[src/rtl/core/crc8rd_pkg.sv]
// Shared types, constants and the CRC-8 step function of the response deframer.
package crc8rd_pkg;

    localparam logic [7:0] CRC_POLY = 8'h07;

    localparam int QUEUE_DEPTH = 2;

    localparam logic [1:0] CFG_SYNC_BYTE   = 2'd0;
    localparam logic [1:0] CFG_EXP_COMMAND = 2'd1;
    localparam logic [1:0] CFG_MAX_PAYLOAD = 2'd2;

    localparam logic [7:0] STAT_OK_MAX     = 8'h02;
    localparam logic [7:0] STAT_NO_CART    = 8'h20;
    localparam logic [7:0] STAT_WRONG_SLOT = 8'h22;
    localparam logic [7:0] STAT_READ_ERR   = 8'h30;

    localparam logic [2:0] RC_OK         = 3'd0;
    localparam logic [2:0] RC_FRAME_ERR  = 3'd1;
    localparam logic [2:0] RC_NO_CART    = 3'd2;
    localparam logic [2:0] RC_WRONG_SLOT = 3'd3;
    localparam logic [2:0] RC_READ_ERR   = 3'd4;
    localparam logic [2:0] RC_PARAM_ERR  = 3'd5;

    typedef enum logic [2:0] {
        PH_SYNC    = 3'd0,
        PH_STATUS  = 3'd1,
        PH_CMD     = 3'd2,
        PH_LEN_LO  = 3'd3,
        PH_LEN_HI  = 3'd4,
        PH_PAYLOAD = 3'd5,
        PH_CRC     = 3'd6
    } phase_t;

    typedef struct packed {
        logic        is_payload;
        logic        frame_err;
        logic [7:0]  data;
        logic [7:0]  status;
        logic [15:0] length;
    } entry_t;

    function automatic logic [7:0] crc8_update(input logic [7:0] crc, input logic [7:0] data);
        logic [7:0] c;
        c = crc ^ data;
        for (int i = 0; i < 8; i++) begin
            c = c[7] ? ({c[6:0], 1'b0} ^ CRC_POLY) : {c[6:0], 1'b0};
        end
        return c;
    endfunction

endpackage

[src/rtl/core/crc8rd_front.sv]
// Front end: frame parser, running CRC, configuration registers and result classification.
module crc8rd_front (
    input  logic                  aclk,
    input  logic                  aresetn,
    input  logic                  s_valid,
    output logic                  s_ready,
    input  logic [7:0]            s_rx_byte,
    input  logic                  cfg_valid,
    output logic                  cfg_ready,
    input  logic [1:0]            cfg_index,
    input  logic [15:0]           cfg_data,
    input  logic                  q_full,
    output logic                  q_push,
    output crc8rd_pkg::entry_t    q_entry
);

    crc8rd_pkg::phase_t phase_reg, phase_next;
    logic [7:0]  crc_reg, crc_next;
    logic [7:0]  status_reg, status_next;
    logic [7:0]  cmd_reg, cmd_next;
    logic [15:0] len_reg, len_next;
    logic [15:0] rem_reg, rem_next;
    logic [7:0]  sync_reg, sync_next;
    logic [7:0]  exp_cmd_reg, exp_cmd_next;
    logic [15:0] max_reg, max_next;

    logic        accept;
    logic [7:0]  crc_upd;
    logic [15:0] len_full;
    logic [15:0] rem_dec;

    assign s_ready   = !q_full;
    assign cfg_ready = 1'b1;
    assign accept    = s_valid && s_ready;
    assign crc_upd   = crc8rd_pkg::crc8_update(crc_reg, s_rx_byte);
    assign len_full  = {s_rx_byte, len_reg[7:0]};
    assign rem_dec   = rem_reg - 16'd1;

    always_ff @(posedge aclk) begin
        if (!aresetn) begin
            phase_reg   <= crc8rd_pkg::PH_SYNC;
            crc_reg     <= '0;
            status_reg  <= '0;
            cmd_reg     <= '0;
            len_reg     <= '0;
            rem_reg     <= '0;
            sync_reg    <= '0;
            exp_cmd_reg <= '0;
            max_reg     <= 16'hFFFF;
        end else begin
            phase_reg   <= phase_next;
            crc_reg     <= crc_next;
            status_reg  <= status_next;
            cmd_reg     <= cmd_next;
            len_reg     <= len_next;
            rem_reg     <= rem_next;
            sync_reg    <= sync_next;
            exp_cmd_reg <= exp_cmd_next;
            max_reg     <= max_next;
        end
    end

    always_comb begin
        phase_next   = phase_reg;
        crc_next     = crc_reg;
        status_next  = status_reg;
        cmd_next     = cmd_reg;
        len_next     = len_reg;
        rem_next     = rem_reg;
        sync_next    = sync_reg;
        exp_cmd_next = exp_cmd_reg;
        max_next     = max_reg;
        q_push       = 1'b0;
        q_entry      = '0;

        if (cfg_valid) begin
            unique case (cfg_index)
                crc8rd_pkg::CFG_SYNC_BYTE:   sync_next    = cfg_data[7:0];
                crc8rd_pkg::CFG_EXP_COMMAND: exp_cmd_next = cfg_data[7:0];
                crc8rd_pkg::CFG_MAX_PAYLOAD: max_next     = cfg_data;
                default: ;
            endcase
        end

        if (accept) begin
            unique case (phase_reg)
                crc8rd_pkg::PH_STATUS: begin
                    status_next = s_rx_byte;
                    crc_next    = crc_upd;
                    phase_next  = crc8rd_pkg::PH_CMD;
                end
                crc8rd_pkg::PH_CMD: begin
                    cmd_next   = s_rx_byte;
                    crc_next   = crc_upd;
                    phase_next = crc8rd_pkg::PH_LEN_LO;
                end
                crc8rd_pkg::PH_LEN_LO: begin
                    len_next   = {8'h00, s_rx_byte};
                    crc_next   = crc_upd;
                    phase_next = crc8rd_pkg::PH_LEN_HI;
                end
                crc8rd_pkg::PH_LEN_HI: begin
                    len_next = len_full;
                    crc_next = crc_upd;
                    if (cmd_reg != exp_cmd_reg || len_full > max_reg) begin
                        phase_next        = crc8rd_pkg::PH_SYNC;
                        q_push            = 1'b1;
                        q_entry.frame_err = 1'b1;
                        q_entry.length    = len_full;
                    end else begin
                        rem_next   = len_full;
                        phase_next = (len_full == 16'd0) ? crc8rd_pkg::PH_CRC
                                                         : crc8rd_pkg::PH_PAYLOAD;
                    end
                end
                crc8rd_pkg::PH_PAYLOAD: begin
                    crc_next = crc_upd;
                    rem_next = rem_dec;
                    if (rem_dec == 16'd0) begin
                        phase_next = crc8rd_pkg::PH_CRC;
                    end
                    q_push             = 1'b1;
                    q_entry.is_payload = 1'b1;
                    q_entry.data       = s_rx_byte;
                end
                crc8rd_pkg::PH_CRC: begin
                    phase_next        = crc8rd_pkg::PH_SYNC;
                    q_push            = 1'b1;
                    q_entry.frame_err = (s_rx_byte != crc_reg);
                    q_entry.status    = status_reg;
                    q_entry.length    = len_reg;
                end
                default: begin
                    if (s_rx_byte != sync_reg) begin
                        phase_next        = crc8rd_pkg::PH_SYNC;
                        q_push            = 1'b1;
                        q_entry.frame_err = 1'b1;
                    end else begin
                        crc_next    = crc8rd_pkg::crc8_update(8'h00, s_rx_byte);
                        status_next = '0;
                        len_next    = '0;
                        rem_next    = '0;
                        cmd_next    = '0;
                        phase_next  = crc8rd_pkg::PH_STATUS;
                    end
                end
            endcase
        end
    end

endmodule

[src/rtl/core/crc8rd_queue.sv]
// Short FIFO that decouples the parser from the result stage.
module crc8rd_queue #(
    parameter int Depth = crc8rd_pkg::QUEUE_DEPTH
) (
    input  logic                  aclk,
    input  logic                  aresetn,
    input  logic                  push,
    input  crc8rd_pkg::entry_t    push_entry,
    output logic                  full,
    output logic                  q_valid,
    output crc8rd_pkg::entry_t    q_entry,
    input  logic                  pop
);

    localparam int PtrW = (Depth > 1) ? $clog2(Depth) : 1;
    localparam int CntW = $clog2(Depth + 1);

    crc8rd_pkg::entry_t mem [Depth];

    logic [PtrW-1:0] wr_ptr_reg, wr_ptr_next;
    logic [PtrW-1:0] rd_ptr_reg, rd_ptr_next;
    logic [CntW-1:0] count_reg, count_next;
    logic            do_push;
    logic            do_pop;

    assign full    = (count_reg == CntW'(Depth));
    assign q_valid = (count_reg != '0);
    assign q_entry = mem[rd_ptr_reg];
    assign do_push = push && !full;
    assign do_pop  = pop && q_valid;

    always_comb begin
        wr_ptr_next = wr_ptr_reg;
        rd_ptr_next = rd_ptr_reg;
        count_next  = count_reg;
        if (do_push) begin
            wr_ptr_next = (wr_ptr_reg == PtrW'(Depth - 1)) ? '0 : wr_ptr_reg + PtrW'(1);
        end
        if (do_pop) begin
            rd_ptr_next = (rd_ptr_reg == PtrW'(Depth - 1)) ? '0 : rd_ptr_reg + PtrW'(1);
        end
        if (do_push && !do_pop) begin
            count_next = count_reg + CntW'(1);
        end else if (do_pop && !do_push) begin
            count_next = count_reg - CntW'(1);
        end
    end

    always_ff @(posedge aclk) begin
        if (!aresetn) begin
            wr_ptr_reg <= '0;
            rd_ptr_reg <= '0;
            count_reg  <= '0;
        end else begin
            wr_ptr_reg <= wr_ptr_next;
            rd_ptr_reg <= rd_ptr_next;
            count_reg  <= count_next;
        end
    end

    always_ff @(posedge aclk) begin
        if (do_push) begin
            mem[wr_ptr_reg] <= push_entry;
        end
    end

endmodule

[src/rtl/core/crc8rd_back.sv]
// Back end: maps device status to a result code and holds the result in the output register.
module crc8rd_back (
    input  logic                  aclk,
    input  logic                  aresetn,
    input  logic                  q_valid,
    input  crc8rd_pkg::entry_t    q_entry,
    output logic                  q_pop,
    output logic                  m_valid,
    input  logic                  m_ready,
    output logic [7:0]            m_payload_byte,
    output logic                  m_payload_valid,
    output logic                  m_frame_done,
    output logic [2:0]            m_result_code,
    output logic [15:0]           m_frame_length
);

    logic        out_valid_reg, out_valid_next;
    logic [7:0]  byte_reg, byte_next;
    logic        pv_reg, pv_next;
    logic        done_reg, done_next;
    logic [2:0]  code_reg, code_next;
    logic [15:0] len_reg, len_next;
    logic [2:0]  status_code;

    always_comb begin
        if (q_entry.status <= crc8rd_pkg::STAT_OK_MAX) begin
            status_code = crc8rd_pkg::RC_OK;
        end else if (q_entry.status == crc8rd_pkg::STAT_NO_CART) begin
            status_code = crc8rd_pkg::RC_NO_CART;
        end else if (q_entry.status == crc8rd_pkg::STAT_WRONG_SLOT) begin
            status_code = crc8rd_pkg::RC_WRONG_SLOT;
        end else if (q_entry.status == crc8rd_pkg::STAT_READ_ERR) begin
            status_code = crc8rd_pkg::RC_READ_ERR;
        end else begin
            status_code = crc8rd_pkg::RC_PARAM_ERR;
        end
    end

    assign q_pop = q_valid && (!out_valid_reg || m_ready);

    always_comb begin
        out_valid_next = out_valid_reg;
        byte_next      = byte_reg;
        pv_next        = pv_reg;
        done_next      = done_reg;
        code_next      = code_reg;
        len_next       = len_reg;
        if (q_pop) begin
            out_valid_next = 1'b1;
            if (q_entry.is_payload) begin
                byte_next = q_entry.data;
                pv_next   = 1'b1;
                done_next = 1'b0;
                code_next = crc8rd_pkg::RC_OK;
                len_next  = '0;
            end else begin
                byte_next = '0;
                pv_next   = 1'b0;
                done_next = 1'b1;
                code_next = q_entry.frame_err ? crc8rd_pkg::RC_FRAME_ERR : status_code;
                len_next  = q_entry.length;
            end
        end else if (m_ready) begin
            out_valid_next = 1'b0;
        end
    end

    always_ff @(posedge aclk) begin
        if (!aresetn) begin
            out_valid_reg <= 1'b0;
        end else begin
            out_valid_reg <= out_valid_next;
        end
    end

    always_ff @(posedge aclk) begin
        byte_reg <= byte_next;
        pv_reg   <= pv_next;
        done_reg <= done_next;
        code_reg <= code_next;
        len_reg  <= len_next;
    end

    assign m_valid         = out_valid_reg;
    assign m_payload_byte  = byte_reg;
    assign m_payload_valid = pv_reg;
    assign m_frame_done    = done_reg;
    assign m_result_code   = code_reg;
    assign m_frame_length  = len_reg;

endmodule

[src/rtl/core/crc8_response_deframer.sv]
// Response deframer top level: sync, status, command, 16-bit length, payload, CRC-8 (poly 0x07).
// Takes one response byte per cycle and gives at most one result per byte: each payload
// byte as it arrives, and one frame_done result with the final status at the CRC byte or
// at the first error (wrong sync, wrong command echo, length above max_payload, CRC
// mismatch). The parser updates the CRC combinationally, so a byte can be accepted every
// cycle while the FIFO is not full; results go through a QueueDepth-entry FIFO and then an
// output register, which drives the outputs. When the consumer stalls, s_ready drops
// once the FIFO is full. Configuration writes are always ready and are registered.
module crc8_response_deframer #(
    parameter int QueueDepth = crc8rd_pkg::QUEUE_DEPTH
) (
    input  logic        aclk,
    input  logic        aresetn,
    input  logic        s_valid,
    output logic        s_ready,
    input  logic [7:0]  s_rx_byte,
    output logic        m_valid,
    input  logic        m_ready,
    output logic [7:0]  m_payload_byte,
    output logic        m_payload_valid,
    output logic        m_frame_done,
    output logic [2:0]  m_result_code,
    output logic [15:0] m_frame_length,
    input  logic        cfg_valid,
    output logic        cfg_ready,
    input  logic [1:0]  cfg_index,
    input  logic [15:0] cfg_data
);

    logic               push;
    crc8rd_pkg::entry_t push_entry;
    logic               full;
    logic               q_valid;
    crc8rd_pkg::entry_t q_entry;
    logic               pop;

    crc8rd_front u_front (
        .aclk      (aclk),
        .aresetn   (aresetn),
        .s_valid   (s_valid),
        .s_ready   (s_ready),
        .s_rx_byte (s_rx_byte),
        .cfg_valid (cfg_valid),
        .cfg_ready (cfg_ready),
        .cfg_index (cfg_index),
        .cfg_data  (cfg_data),
        .q_full    (full),
        .q_push    (push),
        .q_entry   (push_entry)
    );

    crc8rd_queue #(
        .Depth (QueueDepth)
    ) u_queue (
        .aclk       (aclk),
        .aresetn    (aresetn),
        .push       (push),
        .push_entry (push_entry),
        .full       (full),
        .q_valid    (q_valid),
        .q_entry    (q_entry),
        .pop        (pop)
    );

    crc8rd_back u_back (
        .aclk            (aclk),
        .aresetn         (aresetn),
        .q_valid         (q_valid),
        .q_entry         (q_entry),
        .q_pop           (pop),
        .m_valid         (m_valid),
        .m_ready         (m_ready),
        .m_payload_byte  (m_payload_byte),
        .m_payload_valid (m_payload_valid),
        .m_frame_done    (m_frame_done),
        .m_result_code   (m_result_code),
        .m_frame_length  (m_frame_length)
    );

endmodule

[config.mk]
export PLATFORM = sky130hd
export DESIGN_NAME = crc8_response_deframer
export DESIGN_NICKNAME = d
export VERILOG_FILES = /design/src/rtl/core/crc8rd_pkg.sv /design/src/rtl/core/crc8rd_front.sv /design/src/rtl/core/crc8rd_queue.sv /design/src/rtl/core/crc8rd_back.sv /design/src/rtl/core/crc8_response_deframer.sv
export SDC_FILE = /design/constraint.sdc
export NUM_CORES = 1
export LEC_CHECK = 0
export BUFFER_PORTS_ARGS = -buffer_cell sky130_fd_sc_hd__buf_4
export CORE_AREA = 2 2 143 145
export DETAILED_ROUTE_END_ITERATION = 7
export DIE_AREA = 0 0 145 147
export PLACE_DENSITY_LB_ADDON = 0.3
export SLEW_MARGIN = 20
export SYNTH_ARGS = -nofsm -noshare
export SYNTH_HDL_FRONTEND = slang
export SYNTH_SLANG_ARGS = --single-unit
[constraint.sdc]
create_clock -name aclk -period 5.63 [get_ports aclk]
set_input_delay 0.8445 -clock aclk [delete_from_list [all_inputs] [get_ports aclk]]
set_output_delay 0.8445 -clock aclk [all_outputs]
set_load 0.1 [all_outputs]
==> results of run 1 <==
[worst paths after layout]
check | startpoint | slack [ps] | cells past startpoint | end
worst min-delay path | u_front.len_reg[14]$_SDFFE_PN0P_ | 460 | 2 | u_front.len_reg[14]$_SDFFE_PN0P_
worst min register to register | u_front.len_reg[14]$_SDFFE_PN0P_ | 460 | 2 | u_front.len_reg[14]$_SDFFE_PN0P_
worst max register to register | u_front.max_reg[15]$_SDFFE_PN1P_ | 2320 | 8 | u_queue.mem[0][4]$_DFFE_PP_
worst max-delay path | s_rx_byte[7] | 2090 | 8 | u_queue.mem[0][4]$_DFFE_PP_
[where the power goes]
part | total [W] | leakage, nW | internal [W] | switching (W)
Sequential | 0.00192 | 1.72 | 0.00178 | 0.000140
Clock | 0.00114 | 0.266 | 0.000609 | 0.000532
Combinational | 0.00161 | 1.96 | 0.000414 | 0.00120
Total | 0.00467 | 3.95 | 0.00280 | 0.00187
[worst max-delay path: stages]
cell	delay, ps
buf_4	170
ha_1	340
nand4_1	170
nor4_1	400
a21boi_0	290
o31a_1	730
a211oi_1	390
nor3b_1	410
[layout by cell type, fill, tap and decap left out, types with 10 or more instances in the layout]
| cell | count |
|---|---|
| nor2_1 | 78 |
| a211oi_1 | 11 |
| o211ai_1 | 20 |
| nand4_1 | 12 |
| o22ai_1 | 10 |
| buf_4 | 69 |
| dfxtp_1 | 96 |
| nor3b_1 | 10 |
| ha_1 | 25 |
| a21oi_1 | 43 |
| o21ai_0 | 28 |
| xnor2_1 | 50 |
| clkbuf_16 | 18 |
| and3_1 | 11 |
| edfxtp_1 | 97 |
| nor3_1 | 16 |
| a32o_1 | 17 |
| nand2_1 | 75 |
| mux2i_1 | 50 |
| nand3_1 | 11 |
| a22o_1 | 10 |
| inv_1 | 34 |
[metal layers]
| layer | track usage (%) | wire (um) | up-vias |
|---|---|---|---|
| met3 | 4.10 | 1320 | 56 |
| met2 | 34.1 | 10300 | 267 |
| li1 | - | - | 3342 |
| met1 | 28.6 | 9870 | 3387 |
| met4 | 9.65 | 836 | 0 |
| met5 | 0 | 0 | - |
[cell families (layout without fill, tap and decap cells)]
group / count (synthesis) / in the layout / share of synthesized area [%]
flip-flops: 194 / 194 / 51.9
buffers and inverters: 95 / 136 / 4.06
adder cells (fa/ha/maj): 25 / 25 / 3.35
AND/OR/NAND/NOR: 271 / 271 / 14.4
AO/OA/AOI/OAI: 201 / 201 / 15.4
other: 1 / 1 / 0.0401
XOR/XNOR: 57 / 57 / 5.34
multiplexers: 51 / 51 / 5.48
[final cells by class]
cell class	instances	area, um^2	area share (%)
Tap cell	270	338	3.21
Timing Repair Buffer	69	518	4.92
Multi-Input combinational cell	606	4120	39.2
Sequential cell	194	4860	46.2
Inverter	35	131	1.25
Clock buffer	22	477	4.53
Clock inverter	10	76.3	0.725
[stage by stage]
stage	hold slack, ps	setup WS (ps)
CTS	458	2120
detailed placement	448	1720
global route	472	1800
finish	456	2090
floorplan	436	1340
global placement	443	1780
==> impl_metrics.tcl, run 1 <==
set metrics [dict create \
    synth_area_um2 9350 \
    clk_pin_slew_worst_paths_ps 70 \
    drtPass1Iterations 5 \
    htreeDepth 4 \
    finalWeightedCongestion 0.890 \
    cts_buffers 17 \
    grt_start_max_net_pins 61 \
    drc_errors 0 \
    grtUsageTotal_pct 21.4 \
    coreArea_um2 19800 \
    cts_resized 0 \
    synth_cell_types 69 \
    via_count 7052 \
    largest_reg_flops 68 \
    fin_area_um2 10500 \
    nFillCells 1803 \
    largest_register "u_queue.mem" \
    synth.avg_cell_area_um2 10.4 \
    gr-total-overflow 0 \
    cp.arrival_ps 3750 \
    ys_warn_count 0 \
    status "completed" \
    cts_setup_buffers 0 \
    ys.flop_type "edfxtp_1" \
    yosysSeqAreaShare_pct 51.9 \
    cts_tree "built" \
    finalNonFillerCells 1206 \
    syn-num-nets 951 \
    ir_drop_v 0.000242 \
    areaGrowthSynthToFinish_pct 12.6 \
    finalCritPeriodShare_pct 62.9 \
    power_density_nw_per_um2 444 \
    drive_gt1_share_pct 13.6 \
    dpl_cell_area_um2 9960 \
    placed_cells 1174 \
    antenna_found_initial 0 \
    clk_latency_ps 440 \
    grt_pass1_vias 6658 \
    synth_edf_count 97 \
    hold_violations 0 \
    fp.dieArea_um2 21300 \
    hold_class "reg2reg" \
    start_util_pct 47.1 \
    fin_tns_setup_ps 0 \
    max-clock-path-buffers 2 \
    cts_hold_buf 0 \
    diodes 0 \
    p_total_w 0.00467 \
    max_slew_margin_pct 26.3 \
    post_drt_wl_per_cell_um 18.5 \
    io-pin-count 63 \
    fp.dieW_um 145 \
    placementRows 52 \
    ys_top_cells_by_area "edfxtp_1 31%, dfxtp_1 21%, mux2i_1 5.4%" \
    fin_skew_ps 15.1 \
    postRouteAntennaNets 0 \
    cp-end-kind "flip-flop" \
    synth_seq_cells 194 \
    clock_sinks 194 \
    p_leak_nw 3.95 \
    worstMarginPinSlew_ps 1100 \
    io_buffers 61 \
    ys_top_cells_by_count "97 x dfxtp_1, 97 x edfxtp_1, 79 x nor2_1, 75 x nand2_1" \
    synth_cells 895 \
    die_h_um 147 \
    worstSetupPathType "in2reg" \
    finalSetupViolCount 0 \
    yosys.area.top_type "edfxtp_1" \
    dp_hpwl_mm 15.2 \
    clockRootBuffer "clkbuf_16" \
    finalWirelength_mm 22.3 \
    rsz0062_at_grt "no" \
    fmax_mhz 282 \
    worst-path-max-fanout 18 \
    synth_top_area_share_pct 31.2 \
    drv_slew 0 \
    drtIter0Drc 620 \
    grt_pass1_wl_mm 35.9 \
    required_ps 5840 \
    avgViaCountPerCell 5.85 \
    utilization_pct 53.0 \
    crit_path_start_kind "input port" \
    maxCapViolations 0 \
    fin_crit_ps 3540 \
    final_nets 979 \
    async_flop_share_pct 0 \
]
(Power assumes the default switching activity.)
==> inputs of run 2 (changes only) <==
- clock period: 5.63 -> 3.46 ns (I/O delays scaled with it)
==> run 2 against run 1 <==
Compared with the run above: combinational power up 70%; die area did not move; clock skew fell by 4.2 ps; cell count grew 2.2%; global-route usage rose by 0.12 points; setup slack worse by 1700 ps.
==> impl_metrics.tcl, run 2 (synthesis gave the netlist of run 1 again) <==
set metrics [dict create \
    status "completed" \
    hold_class "in2reg" \
    max-clock-path-buffers 2 \
    cp_slowest_cell "o31ai_1" \
    cp.arrival_ps 3410 \
    placementRows 52 \
    postRouteAntennaNets 0 \
    finalWeightedCongestion 0.909 \
    cp_slowest_stage_delay_ps 570 \
    path_cells "ha_1, a21oi_1, o21ai_0, a21o_1, o31ai_1, a21oi_1, ha_1, or3_1, a21oi_1" \
    grt_pass1_wl_mm 36.1 \
    worstSetupPathType "reg2reg" \
    post_drt_wl_per_cell_um 18.3 \
    rsz0062_at_grt "no" \
    grtUsageTotal_pct 21.5 \
    required_ps 3830 \
    finalCritPeriodShare_pct 87.7 \
    p_switching_w 0.00310 \
    timing.hold.ws_ps 300 \
    hold_violations 0 \
    maxCapViolations 0 \
    grt_pass1_vias 6633 \
    coreArea_um2 19800 \
    dp_hpwl_mm 15.9 \
    comb_power_share_pct 34.7 \
    diodes 0 \
    cp-end-kind "flip-flop" \
    cpMostUsedCell "a21oi_1" \
    cts_tree "built" \
    crit_path_start_kind "flip-flop" \
    finalWirelength_mm 22.5 \
    clk_latency_ps 440 \
    areaGrowthSynthToFinish_pct 15.6 \
    clockRootBuffer "clkbuf_16" \
    fin_crit_ps 3030 \
    ir_drop_v 0.000410 \
    clock_sinks 194 \
    mostFrequentLayoutCell "edfxtp_1" \
    fmax_mhz 330 \
    avgViaCountPerCell 5.67 \
    cts_hold_buf 0 \
    worst-path-max-fanout 5 \
    io_buffers 61 \
    fp.dieArea_um2 21300 \
    final_cell_mix "97 x edfxtp_1, 96 x dfxtp_1, 93 x buf_4, 78 x nor2_1, 75 x nand2_1" \
    p_int_w 0.00477 \
    fin_tns_setup_ps 0 \
    drtPass1Iterations 5 \
    grt_start_max_net_pins 42 \
    die_h_um 147 \
    finalSetupViolCount 0 \
    fp.dieW_um 145 \
    antenna_found_initial 0 \
    pwr-share-seq_pct 38.9 \
    power_density_nw_per_um2 729 \
    p_leak_nw 4.12 \
    clk_pin_slew_worst_paths_ps 70 \
    max_slew_margin_pct 39.6 \
    htreeDepth 4 \
    worstMarginPinSlew_ps 903 \
    fin_skew_ps 10.8 \
    cts_buffers 17 \
    drc_errors 0 \
    swShare_pct 39.4 \
    cts_setup_buffers 0 \
    largest_register "u_queue.mem" \
    drive_gt1_share_pct 15.8 \
    clkPwrFrac_pct 26.4 \
    via_count 6988 \
    drtIter0Drc 539 \
    gr-total-overflow 0 \
    cts_resized 0 \
    start_util_pct 47.1 \
    largest_reg_flops 68 \
    final_nets 1005 \
    io-pin-count 63 \
    drv_slew 0 \
]
==> run 2: worst paths after layout <==
check                                 endpoint                        startpoint  slack (ps)  cells past startpoint
max          u_queue.count_reg[1]$_SDFFE_PN0P_   u_front.len_reg[7]$_SDFFE_PN0P_         430                      9
max reg2reg  u_queue.count_reg[1]$_SDFFE_PN0P_   u_front.len_reg[7]$_SDFFE_PN0P_         430                      9
min           u_front.max_reg[13]$_SDFFE_PN1P_                      cfg_data[13]         300                      3
min reg2reg   u_front.len_reg[14]$_SDFFE_PN0P_  u_front.len_reg[14]$_SDFFE_PN0P_         460                      2
==> run 2: power by group through the flow <==
stage          registers [W]  clock network (W)  logic, W
2_1_floorplan        0.00422                  0   0.00102
3_3_place_gp         0.00310                  0   0.00272
3_5_place_dp         0.00312                  0   0.00274
4_1_cts              0.00306            0.00210   0.00275
5_1_grt              0.00311            0.00220   0.00290
6_report             0.00306            0.00208   0.00273
==> run 2: critical path: cells and delay by family, from the launching register on <==
kind                     cells  cell delay, ps
AO/OA/AOI/OAI                6            1370
adder cells (fa/ha/maj)      2             690
flip-flops                   1             530
AND/OR/NAND/NOR              1             370
==> run 2: cell type report <==
class	count	area, um^2
Sequential cell	194	4860
Clock buffer	18	429
Multi-Input combinational cell	606	4120
Clock inverter	14	191
Tap cell	270	338
Inverter	35	131
Fill cell	1755	9040
Timing Repair Buffer	95	738
==> run 2: through the flow <==
| step | utilization, % | setup slack, ps | std cells | instance area [um^2] | power (W) |
|---|---|---|---|---|---|
| after global routing | 54.4 | 160 | 1232 | 10800 | 0.00821 |
| after CTS | 54.4 | 460 | 1232 | 10800 | 0.00791 |
| after detailed placement | 51.3 | 220 | 1200 | 10200 | 0.00586 |
| final | 54.4 | 427 | 1232 | 10800 | 0.00787 |
| after floorplan | - | 6.78 | 895 | 9350 | 0.00524 |
| after global placement | 51.3 | 296 | 1200 | 10200 | 0.00582 |
==> run 2: routing by layer <==
layer / vias up / track usage (%) / part of all wire (%)
met5: - / 0 / 0
met4: 0 / 9.46 / 3.2
met3: 48 / 3.85 / 5.7
met2: 231 / 35.3 / 48
met1: 3322 / 28.2 / 44
li1: 3387 / - / -
==> inputs of run 3 (changes only) <==
- RECOVER_POWER: not set -> 25
==> run 3 against run 2 <==
Compared with the run above: the flow now finishes with violations (capacitance limit, slew limit); hold slack got worse by 0.61 ps; global-route usage unchanged; fmax down 2.7%; clock power about the same; highest routed layer unchanged.
==> impl_metrics.tcl, run 3 (synthesis gave the netlist of run 1 again) <==
set metrics [dict create \
    grt_pass1_vias 6633 \
    clock_sinks 194 \
    htreeDepth 4 \
    largest_reg_flops 68 \
    max_slew_margin_pct -41.6 \
    violations "capacitance limit, slew limit" \
    required_ps 3790 \
    clk_pin_slew_worst_paths_ps 70 \
    finalCritPeriodShare_pct 90.1 \
    cp.arrival_ps 3440 \
    grt_pass1_wl_mm 36.1 \
    antenna_found_initial 0 \
    clkPwrFrac_pct 26.5 \
    cp.buffers_inverters 4 \
    post_drt_wl_per_cell_um 18.3 \
    grtUsageTotal_pct 21.5 \
    path_delay_family "buffers and inverters" \
    cts_setup_buffers 0 \
    clockRootBuffer "clkbuf_16" \
    drv_slew 111 \
    multi_input_area_um2 4120 \
    drtIter0Drc 569 \
    fin_crit_ps 3120 \
    max-clock-path-buffers 2 \
    maxCapViolations 3 \
    gr-total-overflow 0 \
    fp.dieArea_um2 21300 \
    via_count 7018 \
    cts_buffers 17 \
    pwr-share-seq_pct 39.1 \
    dp_hpwl_mm 15.9 \
    nFillCells 1766 \
    hold_class "in2reg" \
    status "finished, violations left" \
    rsz0062_at_grt "no" \
    coreArea_um2 19800 \
    fmax_mhz 321 \
    drtPass1Iterations 5 \
    power_density_nw_per_um2 729 \
    final_cell_mix "97 x dfxtp_1, 97 x edfxtp_1, 81 x buf_4, 78 x nor2_1, 75 x nand2_1" \
    p_int_w 0.00474 \
    swShare_pct 39.6 \
    utilization_pct 54.2 \
    postRouteAntennaNets 0 \
    io-pin-count 63 \
    p_switching_w 0.00310 \
    pre_cts_ws_ps 220 \
    ff_latch_area_um2 4850 \
    cpMostUsedCell "clkbuf_1" \
    p_leak_nw 4.08 \
    cp-end-kind "flip-flop" \
    comb_power_share_pct 34.3 \
    drc_errors 0 \
    areaGrowthSynthToFinish_pct 15.1 \
    io_buffers 61 \
    placementRows 52 \
    cts_resized 0 \
    cp_slowest_cell "clkbuf_1" \
    fin_skew_ps 10.1 \
    worst-path-max-fanout 41 \
    cts_hold_buf 0 \
    path_cells "clkbuf_1, inv_1, clkbuf_1, nor3_1, buf_4, a22o_1" \
    finalWeightedCongestion 0.909 \
    worstSetupPathType "in2reg" \
    finalSetupViolCount 0 \
    hold_violations 0 \
    worstMarginPinSlew_ps 2120 \
    largest_register "u_queue.mem" \
    grt_start_max_net_pins 42 \
    die_h_um 147 \
    fp.dieW_um 145 \
    fin_tns_setup_ps 0 \
    clk_latency_ps 440 \
    drive_gt1_share_pct 14.4 \
    start_util_pct 47.1 \
    finalWirelength_mm 22.5 \
    setup_ws_ps 344 \
    crit_path_start_kind "input port" \
    diodes 0 \
    avgViaCountPerCell 5.70 \
    cp_slowest_stage_delay_ps 1540 \
    timing.hold.ws_ps 300 \
    final_nets 1005 \
    ir_drop_v 0.000411 \
    cts_tree "built" \
]
[run 3: cell types whose count changed in the layout (fill, tap and decap cells not counted), sizes merged]
cell and delta:
buf -12, clkbuf +12
[run 3: final timing paths]
check | start | endpoint | slack [ps] | cells after the start
setup reg to reg | u_front.len_reg[7]$_SDFFE_PN0P_ | u_queue.count_reg[1]$_SDFFE_PN0P_ | 400 | 9
hold reg to reg | u_front.len_reg[14]$_SDFFE_PN0P_ | u_front.len_reg[14]$_SDFFE_PN0P_ | 460 | 2
hold / removal | cfg_data[13] | u_front.max_reg[13]$_SDFFE_PN1P_ | 300 | 3
setup / recovery | aresetn | u_front.status_reg[1]$_SDFFE_PN0P_ | 340 | 6
[run 3: metrics by stage]
| step | instance area [um^2] | total power [W] | instances |
|---|---|---|---|
| floorplan | 9350 | 0.00524 | 895 |
| finish | 10800 | 0.00784 | 1232 |
| global route | 10800 | 0.00817 | 1232 |
| detailed placement | 10200 | 0.00586 | 1200 |
| global placement | 10200 | 0.00582 | 1200 |
| CTS | 10800 | 0.00791 | 1232 |
[run 3: worst reg2reg max path, stage by stage (launching register included)]
cell and delay (ps):
dfxtp_1 540, ha_1 320, a21oi_1 140, o21ai_0 90, a21o_1 200, o31ai_1 560, a21oi_1 240, ha_1 370
or3_1 380, a21oi_1 140
[run 3: cell type report]
cell class / instances / share of cell area [%]
Clock inverter: 14 / 1.78
Sequential cell: 194 / 45.1
Multi-Input combinational cell: 606 / 38.3
Tap cell: 270 / 3.14
Timing Repair Buffer: 95 / 6.44
Clock buffer: 18 / 3.99
Inverter: 35 / 1.22
[run 3: routing by layer]
| layer | global-route usage (%) | part of all wire, % | vias to the layer above |
|---|---|---|---|
| met1 | 28.2 | 44 | 3352 |
| met5 | 0 | 0 | - |
| li1 | - | - | 3389 |
| met2 | 35.3 | 47 | 231 |
| met3 | 3.85 | 5.3 | 46 |
| met4 | 9.46 | 3.3 | 0 |
[run 3: power groups by stage]
stage	clock (W)	sequential (W)	combinational (W)
detailed placement	0	0.00312	0.00274
CTS	0.00210	0.00306	0.00275
global placement	0	0.00310	0.00272
global route	0.00220	0.00312	0.00286
finish	0.00208	0.00307	0.00269
floorplan	0	0.00422	0.00102
